[src/rtl/tsts_pkg.sv]
// Package: shared types and codes of the timer slot table scheduler.
package tsts_pkg;

    localparam int TIME_W   = 64;
    localparam int OP_W     = 3;
    localparam int SLOT_W   = 4;
    localparam int STATUS_W = 2;

    localparam logic [1:0] KIND_FREE     = 2'd0;
    localparam logic [1:0] KIND_ONESHOT  = 2'd1;
    localparam logic [1:0] KIND_PERIODIC = 2'd2;

    localparam logic [OP_W-1:0] OP_ONESHOT_ABS = 3'd0;
    localparam logic [OP_W-1:0] OP_ONESHOT_REL = 3'd1;
    localparam logic [OP_W-1:0] OP_PERIODIC    = 3'd2;
    localparam logic [OP_W-1:0] OP_FREE        = 3'd3;
    localparam logic [OP_W-1:0] OP_TICK        = 3'd4;

    localparam logic [STATUS_W-1:0] ST_OK       = 2'd0;
    localparam logic [STATUS_W-1:0] ST_FULL     = 2'd1;
    localparam logic [STATUS_W-1:0] ST_NOT_ACT  = 2'd2;

    typedef struct packed {
        logic [1:0]        kind;
        logic [TIME_W-1:0] deadline;
        logic [TIME_W-1:0] period;
    } slot_ent_t;

endpackage

[src/rtl/timer_slot_table_scheduler_unit.sv]
// Top level: timer slot table scheduler built on a rotating ring of slot cells.
//
// Usage: drive op, now, time_value and slot_index with start high while busy
// is low; that edge accepts the transaction. The slots sit in a ring of cells
// that rotates one place per cycle while an op is scanned; the controller works
// on the slot at the head, so one op needs one full turn of the ring.
// Non-tick ops: after the turn, one result with last high appears.
// Tick op: after the turn, fired slots are reported in slot order during a
// second pass over the slots (one result per fired slot), then the summary
// result with last high. A new transaction may start the cycle busy drops.
// Each result is valid for one cycle, marked by result_valid; the receiver
// cannot stall, so no results are held back.
// Reset marks every slot free and returns the controller to idle; deadline
// and period storage is not cleared, since a slot is written on allocation.
module timer_slot_table_scheduler_unit
    import tsts_pkg::*;
#(
    parameter int SLOTS = 16
)
(
    input  logic                clk,
    input  logic                rst_n,
    input  logic                start,
    output logic                busy,
    input  logic [OP_W-1:0]     op,
    input  logic [TIME_W-1:0]   now,
    input  logic [TIME_W-1:0]   time_value,
    input  logic [SLOT_W-1:0]   slot_index,
    output logic                result_valid,
    output logic [SLOT_W-1:0]   slot,
    output logic                fired,
    output logic [STATUS_W-1:0] status,
    output logic [TIME_W-1:0]   next_deadline,
    output logic                deadline_valid,
    output logic                last
);

    localparam int PW = $clog2(SLOTS + 1);
    localparam int IW = (SLOTS > 1) ? $clog2(SLOTS) : 1;
    localparam logic [PW-1:0] CNT_LAST = PW'(SLOTS - 1);

    typedef enum logic [1:0] {S_IDLE, S_SCAN, S_EMIT, S_DONE} state_t;

    state_t               state_reg;
    logic [OP_W-1:0]      op_reg;
    logic [TIME_W-1:0]    now_reg;
    logic [TIME_W-1:0]    tv_reg;
    logic [SLOT_W-1:0]    idx_reg;
    logic [PW-1:0]        cnt_reg;
    logic                 found_reg, found_next;
    logic [SLOT_W-1:0]    rslot_reg, rslot_next;
    logic [STATUS_W-1:0]  rstat_reg, rstat_next;
    logic [TIME_W-1:0]    min_reg, min_next;
    logic                 any_reg, any_next;
    logic [SLOTS-1:0]     mask_reg, mask_next;

    logic                 valid_reg;
    logic [SLOT_W-1:0]    slot_reg;
    logic                 fired_reg;
    logic [STATUS_W-1:0]  status_reg;
    logic                 last_reg;

    slot_ent_t            ring [SLOTS];
    slot_ent_t            head, head_next;
    logic                 shift;
    logic                 head_act, next_act;

    // ring: each cell takes its right neighbor; the processed head goes to the tail
    genvar g;
    generate
        for (g = 0; g < SLOTS; g++)
        begin : g_cell
            slot_ent_t cin;
            if (g == SLOTS - 1)
            begin : g_tail
                assign cin = head_next;
            end
            else
            begin : g_mid
                assign cin = ring[g+1];
            end
            tsts_cell u_cell (
                .clk     (clk),
                .rst_n   (rst_n),
                .shift   (shift),
                .ent_in  (cin),
                .ent_out (ring[g])
            );
        end
    endgenerate

    assign head  = ring[0];
    assign shift = (state_reg == S_SCAN);
    assign head_act = (head.kind == KIND_ONESHOT) || (head.kind == KIND_PERIODIC);

    always_comb
    begin
        head_next  = head;
        found_next = found_reg;
        rslot_next = rslot_reg;
        rstat_next = rstat_reg;
        mask_next  = mask_reg;
        case (op_reg)
            OP_ONESHOT_ABS, OP_ONESHOT_REL, OP_PERIODIC:
            begin
                if (!found_reg && !head_act)
                begin
                    found_next = 1'b1;
                    rslot_next = SLOT_W'(cnt_reg);
                    rstat_next = ST_OK;
                    if (op_reg == OP_PERIODIC)
                    begin
                        head_next.kind   = KIND_PERIODIC;
                        head_next.period = tv_reg;
                    end
                    else
                    begin
                        head_next.kind = KIND_ONESHOT;
                    end
                    head_next.deadline = (op_reg == OP_ONESHOT_ABS) ? tv_reg
                                                                    : now_reg + tv_reg;
                end
            end
            OP_FREE:
            begin
                if ((32'(idx_reg) == 32'(cnt_reg)) && head_act)
                begin
                    head_next.kind = KIND_FREE;
                    rstat_next     = ST_OK;
                end
            end
            OP_TICK:
            begin
                if (head_act && (head.deadline <= now_reg))
                begin
                    mask_next[cnt_reg[IW-1:0]] = 1'b1;
                    if (head.kind == KIND_ONESHOT)
                    begin
                        head_next.kind = KIND_FREE;
                    end
                    else
                    begin
                        head_next.deadline = head.deadline + head.period;
                    end
                end
            end
            default:
            begin
            end
        endcase
    end

    assign next_act = (head_next.kind == KIND_ONESHOT) || (head_next.kind == KIND_PERIODIC);

    always_comb
    begin
        min_next = min_reg;
        any_next = any_reg;
        if (next_act)
        begin
            if (!any_reg || (head_next.deadline < min_reg))
            begin
                min_next = head_next.deadline;
            end
            any_next = 1'b1;
        end
    end

    always_ff @(posedge clk or negedge rst_n)
    begin
        if (!rst_n)
        begin
            state_reg  <= S_IDLE;
            cnt_reg    <= '0;
            valid_reg  <= 1'b0;
            found_reg  <= 1'b0;
            any_reg    <= 1'b0;
            mask_reg   <= '0;
            slot_reg   <= '0;
            fired_reg  <= 1'b0;
            status_reg <= ST_OK;
            last_reg   <= 1'b0;
        end
        else
        begin
            valid_reg <= 1'b0;
            case (state_reg)
                S_IDLE:
                begin
                    if (start)
                    begin
                        state_reg <= S_SCAN;
                        cnt_reg   <= '0;
                        found_reg <= 1'b0;
                        any_reg   <= 1'b0;
                        mask_reg  <= '0;
                    end
                end
                S_SCAN:
                begin
                    found_reg <= found_next;
                    any_reg   <= any_next;
                    mask_reg  <= mask_next;
                    if (cnt_reg == CNT_LAST)
                    begin
                        cnt_reg   <= '0;
                        state_reg <= (op_reg == OP_TICK) ? S_EMIT : S_DONE;
                    end
                    else
                    begin
                        cnt_reg <= cnt_reg + 1'b1;
                    end
                end
                S_EMIT:
                begin
                    valid_reg  <= mask_reg[cnt_reg[IW-1:0]];
                    slot_reg   <= SLOT_W'(cnt_reg);
                    fired_reg  <= 1'b1;
                    status_reg <= ST_OK;
                    last_reg   <= 1'b0;
                    if (cnt_reg == CNT_LAST)
                    begin
                        state_reg <= S_DONE;
                    end
                    else
                    begin
                        cnt_reg <= cnt_reg + 1'b1;
                    end
                end
                S_DONE:
                begin
                    valid_reg  <= 1'b1;
                    slot_reg   <= rslot_reg;
                    fired_reg  <= 1'b0;
                    status_reg <= rstat_reg;
                    last_reg   <= 1'b1;
                    state_reg  <= S_IDLE;
                end
                default:
                begin
                    state_reg <= S_IDLE;
                end
            endcase
        end
    end

    // transaction payload and per-op result fields
    always_ff @(posedge clk)
    begin
        if (state_reg == S_IDLE && start)
        begin
            op_reg  <= op;
            now_reg <= now;
            tv_reg  <= time_value;
            idx_reg <= slot_index;
            if (op == OP_FREE)
            begin
                rslot_reg <= slot_index;
                rstat_reg <= ST_NOT_ACT;
            end
            else
            begin
                rslot_reg <= '0;
                rstat_reg <= (op <= OP_PERIODIC) ? ST_FULL : ST_OK;
            end
        end
        else if (state_reg == S_SCAN)
        begin
            rslot_reg <= rslot_next;
            rstat_reg <= rstat_next;
            min_reg   <= min_next;
        end
    end

    assign busy           = (state_reg != S_IDLE);
    assign result_valid   = valid_reg;
    assign slot           = slot_reg;
    assign fired          = fired_reg;
    assign status         = status_reg;
    assign last           = last_reg;
    assign deadline_valid = any_reg;
    assign next_deadline  = any_reg ? min_reg : '0;

    a_fired_not_last: assert property (@(posedge clk) disable iff (!rst_n)
        result_valid && fired |-> !last)
        else $error("fired result marked last");

    a_accept_busy: assert property (@(posedge clk) disable iff (!rst_n)
        start && !busy |=> busy)
        else $error("accepted transaction did not raise busy");

    a_last_ends_busy: assert property (@(posedge clk) disable iff (!rst_n)
        result_valid && last |-> !busy)
        else $error("final result while still busy");

    a_fired_only_tick: assert property (@(posedge clk) disable iff (!rst_n)
        result_valid && fired |-> op_reg == OP_TICK)
        else $error("fired result outside a tick");

    a_cnt_range: assert property (@(posedge clk) disable iff (!rst_n)
        busy |-> cnt_reg <= CNT_LAST)
        else $error("slot counter out of range");

endmodule

[src/rtl/tsts_cell.sv]
// One slot cell of the rotating slot ring.
module tsts_cell
    import tsts_pkg::*;
(
    input  logic      clk,
    input  logic      rst_n,
    input  logic      shift,
    input  slot_ent_t ent_in,
    output slot_ent_t ent_out
);

    logic [1:0]        kind_reg;
    logic [TIME_W-1:0] deadline_reg;
    logic [TIME_W-1:0] period_reg;

    always_ff @(posedge clk or negedge rst_n)
    begin
        if (!rst_n)
        begin
            kind_reg <= KIND_FREE;
        end
        else if (shift)
        begin
            kind_reg <= ent_in.kind;
        end
    end

    always_ff @(posedge clk)
    begin
        if (shift)
        begin
            deadline_reg <= ent_in.deadline;
            period_reg   <= ent_in.period;
        end
    end

    assign ent_out.kind     = kind_reg;
    assign ent_out.deadline = deadline_reg;
    assign ent_out.period   = period_reg;

endmodule

[config.mk]
export PLATFORM = sky130hd
export DESIGN_NAME = timer_slot_table_scheduler_unit
export DESIGN_NICKNAME = d
export VERILOG_FILES = /design/src/rtl/tsts_pkg.sv /design/src/rtl/timer_slot_table_scheduler_unit.sv /design/src/rtl/tsts_cell.sv
export SDC_FILE = /design/constraint.sdc
export NUM_CORES = 2
export LEC_CHECK = 0
export BUFFER_PORTS_ARGS = -buffer_cell sky130_fd_sc_hd__buf_4
export CAP_MARGIN = 20
export CORE_UTILIZATION = 60
export CTS_CLUSTER_DIAMETER = 150
export DETAILED_ROUTE_END_ITERATION = 7
export PLACE_DENSITY = 0.79
export SETUP_SLACK_MARGIN = 0.02
export SKIP_CTS_REPAIR_TIMING = 1
export SLEW_MARGIN = 20
export SYNTH_ARGS = -nofsm -noshare
export SYNTH_HDL_FRONTEND = slang
export SYNTH_HIERARCHICAL = 1
export SYNTH_SLANG_ARGS = --single-unit
[constraint.sdc]
create_clock -name clk -period 66.1 [get_ports clk]
set_input_delay 6.61 -clock clk [delete_from_list [all_inputs] [get_ports clk]]
set_output_delay 6.61 -clock clk [all_outputs]
set_load 0.1 [all_outputs]
; ---- Word level (Yosys, flattened, before mapping)
; Cells that the tools add are included.
[totals]
input_bits = 138
out_inout_bits = 75
regBits = 2319
[op_classes]
reduce_logical = 30
bitwise_logic = 2
add_sub_neg = 3
n_mux = 52
magnitude_cmp = 5
eq_ne = 25
[op_table]
columns = cell, count
row1 = 2-to-1 mux 64 bit, 5
row2 = 2-to-1 mux 130 bit, 1
row3 = adder 64 bit, 2
row4 = one-hot mux 64 bit (2 select lines), 1
row5 = 2-to-1 mux 66 bit, 1
row6 = <= comparator 64 bit, 1
row7 = less-than comparator 64 bit, 1
row8 = 2-to-1 mux 16 bit, 3
row9 = one-hot mux 16 bit (2 select lines), 1
row10 = 2-to-1 mux 2 bit, 11
row11 = 2-to-1 mux 4 bit, 5
row12 = "!= test 2 bit, second input constant", 9
row13 = bitwise OR 16 bit, 1
row14 = AND reduction 4 bit, 4
row15 = 2-to-1 mux 5 bit, 3
row16 = one-hot mux 5 bit (3 select lines), 1
row17 = AND reduction 3 bit, 4
row18 = nonzero test 2 bit, 6
row19 = one-hot mux 1 bit (2 select lines), 5
row20 = "equality test 3 x 2 -> 1 bit, second input constant", 3
row21 = "equality test 2 bit, second input constant", 4
row22 = 2-to-1 mux 1 bit, 8
row23 = one-hot mux 2 bit (2 select lines), 2
row24 = one-hot mux 2 bit (4 select lines), 1
row25 = 22 further kinds, 34

; ---- Logic depth before layout (Yosys ltp)
[logic_depth]
depth_word = 10
ltp_mapped = 27
mapped_depth_nobuf = 26

; ---- Hierarchy
; The synthesis kept the hierarchy.
[by_module_without_submodules]
columns = mod, cells_each, instances, area_each_um2
row1 = tsts_cell, 132, 16, 3916.3
row2 = timer_slot_table_scheduler_unit, 2352, 1, 21264.1

; ---- Least setup slack after synthesis
; OpenSTA, ideal clock, no wires.
[synth_path]
kind = register -> register
from = reg state_reg[0]
to = reg cnt_reg[0]
setup_time_ns = 0.206
path_stages_with_launch = 4
n_path_buf = 0
setup_slack_ns = 9.295
required_ns = 65.894
t_arrival_ns = 56.599
cell_sequence = dfrtp_1 -> ha_1 -> o311ai_1 -> mux2_2
[synth_via]
elab_chain_len = 3
elab_cells_between_ends = 8
cone_classes = eq/ne: 4 / mux: 1 / reduce/logical: 3
[synth_rtl]
columns = element, line_no
row1 = from (decl), timer_slot_table_scheduler_unit.sv:44  ; state_t state_reg;
row2 = from (signal assigned), timer_slot_table_scheduler_unit.sv:207  ; state_reg <= (op_reg == OP_TICK) ? S_EMIT : S_DONE;
row3 = equality test 2 x 1 -> 1 bit (*), n/a
row4 = net shift, timer_slot_table_scheduler_unit.sv:65  ; logic shift;
row5 = nonzero test 3 bit (no line), n/a
row6 = AND reduction 3 bit (no line), n/a
row7 = to (signal assigned), timer_slot_table_scheduler_unit.sv:211  ; cnt_reg <= cnt_reg + 1'b1;
row8 = to (signal assigned), timer_slot_table_scheduler_unit.sv:227  ; cnt_reg <= cnt_reg + 1'b1;
row9 = to (decl), timer_slot_table_scheduler_unit.sv:49  ; logic [PW-1:0] cnt_reg;
; The timed path passes the listed nets; every way through them passes the cells marked *.
; A chain may end at the register's enable or synchronous reset.

; ---- Final worst setup path
[layout_path]
from = reg any_reg, in the netlist deadline_valid
to = out next_deadline[33]
[layout_via]
elab_chain_len = 1
[layout_rtl]
columns = element, line_no
row1 = from (decl), timer_slot_table_scheduler_unit.sv:54  ; logic any_reg, any_next;
row2 = from (signal assigned), timer_slot_table_scheduler_unit.sv:202  ; any_reg <= any_next;
row3 = 2-to-1 mux 64 bit, timer_slot_table_scheduler_unit.sv:282  ; assign next_deadline = any_reg ? min_reg : '0;
row4 = to (decl), timer_slot_table_scheduler_unit.sv:33  ; output logic [TIME_W-1:0] next_deadline,
; No other way between the ends.

==> run summary <==
status: complete, no violations
die width: 376 um
crit path max-delay cell type: buf_4
top cells by count, synth: 2253 x edfxtp_1, 266 x ha_1, 230 x a21oi_1, 181 x nand2_1, 174 x inv_1
detailed placement HPWL: 109000 um
ratio of cells with drive above 1 in the final layout: 14.1%
IO Count: 213
Final min period: 9220 ps
unrepaired setup endpoints after global routing: false
largest net degree at the start of global routing: 203
clk_lat worst skew: 850 ps
vias: 40200
GPL Wtd Cong: 0.926
Hold Path Cell Cnt: 0
met1 Use GR: 37.0%
area occupied by multi-input gates: 13700 um^2
Overall Global Routing Usage: 24.7%
final-stage net count: 5246
via/cell ratio: 5.83
f_max: 108 MHz
final setup vio count: 0
cell with the most instances after synthesis: edfxtp_1
top cells by area, synth: edfxtp_1 81%, ha_1 4.0%, dfrtp_1 2.0%, a21oi_1 1.4%, mux2_2 1.3%
overall die height: 376 um
area of the die: 141000 um^2
R2R depth: 25
Core Box Area: 138000 um^2
Synth cell types: 83
met2 Use GR: 37.2%
flip-flop and latch count after synthesis: 2319
Pleak: 33.7 nW
Tcrit/Tclk final: 13.9%
placed cell area: 87900 um^2
cts bufs inserted: 213
# port buffers: 212
Post-Synthesis Cell Area: 83900 um^2
first-pass GRT wire length: 253000 um
Slew Viols, Final: 0
worst-path cell chain: buf_4, and2_1, buf_4
worst min path class: register to register
CP most frequent cell: buf_4
sequential share of the synthesized area: 82.6%
R2R setup slack: 57510 ps
CP required: 59490 ps
synthesis-to-finish area growth: 13.3%
vias in the first global route: 39800
Routed WL: 173000 um
Slew headroom: 21.0%
number of synthesized flops with an enable pin: 2253
Antenna Nets Post-Route: 0
Initial Util: 60.7%
TritonRoute pass-1 iters: 5
crit-path max cell delay: 570 ps
pwr/cell area: 53.4 nW/um^2
Worst Clk Skew: 62.8 ps
worst setup path category: register to output pin
Clock Pin Slew Worst Setup and Hold Paths: 60 ps
area leader, netlist: edfxtp_1
Final Hold Fails: 0
startpoint types: register
Syn Area/Cell: 18.8 um^2
remaining global-route overflow: 0
Max Cap Viol: 0
CTS tree: done
clock sink count: 2319
DR WL/cell: 25.1 um
peak fanout along the critical path: 61
worst vdd ir: 0.0616 mV
Syn. warnings: 6
synthesized net count: 4870
busiest metal layer after global routing: met2
row count: 136
Layout fillers: 8586
CTS root buffer: clkbuf_16
Iter 0 DRT Violations: 4122
top_reg_cell synth: edfxtp_1
Mapped Cells: 4464
crit path DAT: 2610 ps
H-tree depth: 4
area share of the largest cell type after synthesis: 80.6%
drt drc: 0
Post-synth ARST share: 2.85%
CP Capture Type: output pin
Slew @ Worst Pin: 1190 ps
Max Buffers Root-to-Sink: 3
GR Util met3: 4.31%
final instance area: 95100 um^2
Sequential Area: 69300 um^2
Fin Setup TNS: 0 ps
initial antenna violation count: 17
worst paths after layout:
| check | startpoint | endpoint |
|---|---|---|
| hold / removal | g_cell[1].u_cell/period_reg[33] | g_cell[0].u_cell/period_reg[33] |
| setup reg to reg | now_reg[63] | min_reg[10] |
| min in group asynchronous | rst_n | status[0] |
| max in group asynchronous | rst_n | deadline_valid |
| setup / recovery | deadline_valid | next_deadline[33] |
| hold reg to reg | g_cell[1].u_cell/period_reg[33] | g_cell[0].u_cell/period_reg[33] |
cell usage in the layout, fill, tap and decap left out, types with 14 or more instances in the layout:
cell       instances
a211oi_1          19
a21o_1            82
a21oi_1          230
a221o_1           16
a22oi_1           23
a31oi_1           27
and2_1            74
and3_1            16
buf_4            252
bufinv_16         23
clkbuf_1          31
clkbuf_16        213
clkinv_1          51
clkinv_2          41
dfrtp_1           65
edfxtp_1        2253
ha_1             265
inv_1            173
mux2_2            98
mux2i_1           16
nand2_1          180
nand2b_1          21
nand3_1           50
nand4_1           56
nor2_1           138
nor2b_1           24
nor3_1            29
o211ai_1          22
o21a_1            14
o21ai_0          158
o21bai_1          25
o221ai_1          14
xnor2_1           59
xor2_1            52
area by class of cell:
cell class                      instances  share of cell area (%)
Sequential cell                      2319                    72.9
Clock buffer                          244                    5.73
Clock inverter                        155                    1.75
Timing Repair Buffer                  257                    2.09
Multi-Input combinational cell       1875                    14.4
Inverter                              174                   0.692
Tap cell                             1863                    2.45
Antenna cell                            4                  0.0105
routing by layer:
layer / vias to the layer above / share of wire [%]
li1: 18200 / -
met1: 20300 / 44
met2: 1470 / 46
met3: 291 / 7.1
met4: 6 / 3.1
met5: - / 0.027
power breakdown:
| part | switching [mW] | internal (mW) |
|---|---|---|
| Clock | 0.549 | 0.688 |
| Combinational | 0.792 | 0.299 |
| Sequential | 0.234 | 2.51 |
| Total | 1.58 | 3.50 |
critical path, delay by kind of cell, from the launching register on:
family	cells	cell delay, ps
and+or+nand+nor	1	340
DFF	1	480
buffers and inverters	2	910
metrics by stage:
stage	utilization [%]	hold WS (ps)	worst slack, ps	std cells	power (mW)
2_1_floorplan	-	400	9300	4464	4.75
3_3_place_gp	63.6	400	57030	6488	3.77
3_5_place_dp	63.7	405	57160	6488	3.82
4_1_cts	68.8	373	56800	6887	5.10
5_1_grt	68.8	381	56730	6889	5.29
6_report	68.8	385	56880	6891	5.07
logic make-up (layout without fill, tap and decap cells):
| family | Yosys count | count (layout) | share of synthesized area (%) |
|---|---|---|---|
| other | 0 | 4 | 0 |
| AND/OR/NAND/NOR | 639 | 639 | 3.74 |
| adder cells (fa/ha/maj) | 268 | 268 | 4.01 |
| buffers and inverters | 270 | 830 | 1.22 |
| AO/OA/AOI/OAI | 738 | 738 | 5.65 |
| flip-flops | 2319 | 2319 | 82.6 |
| multiplexers | 119 | 119 | 1.64 |
| XOR/XNOR | 111 | 111 | 1.16 |
(Power assumes the default switching activity.)
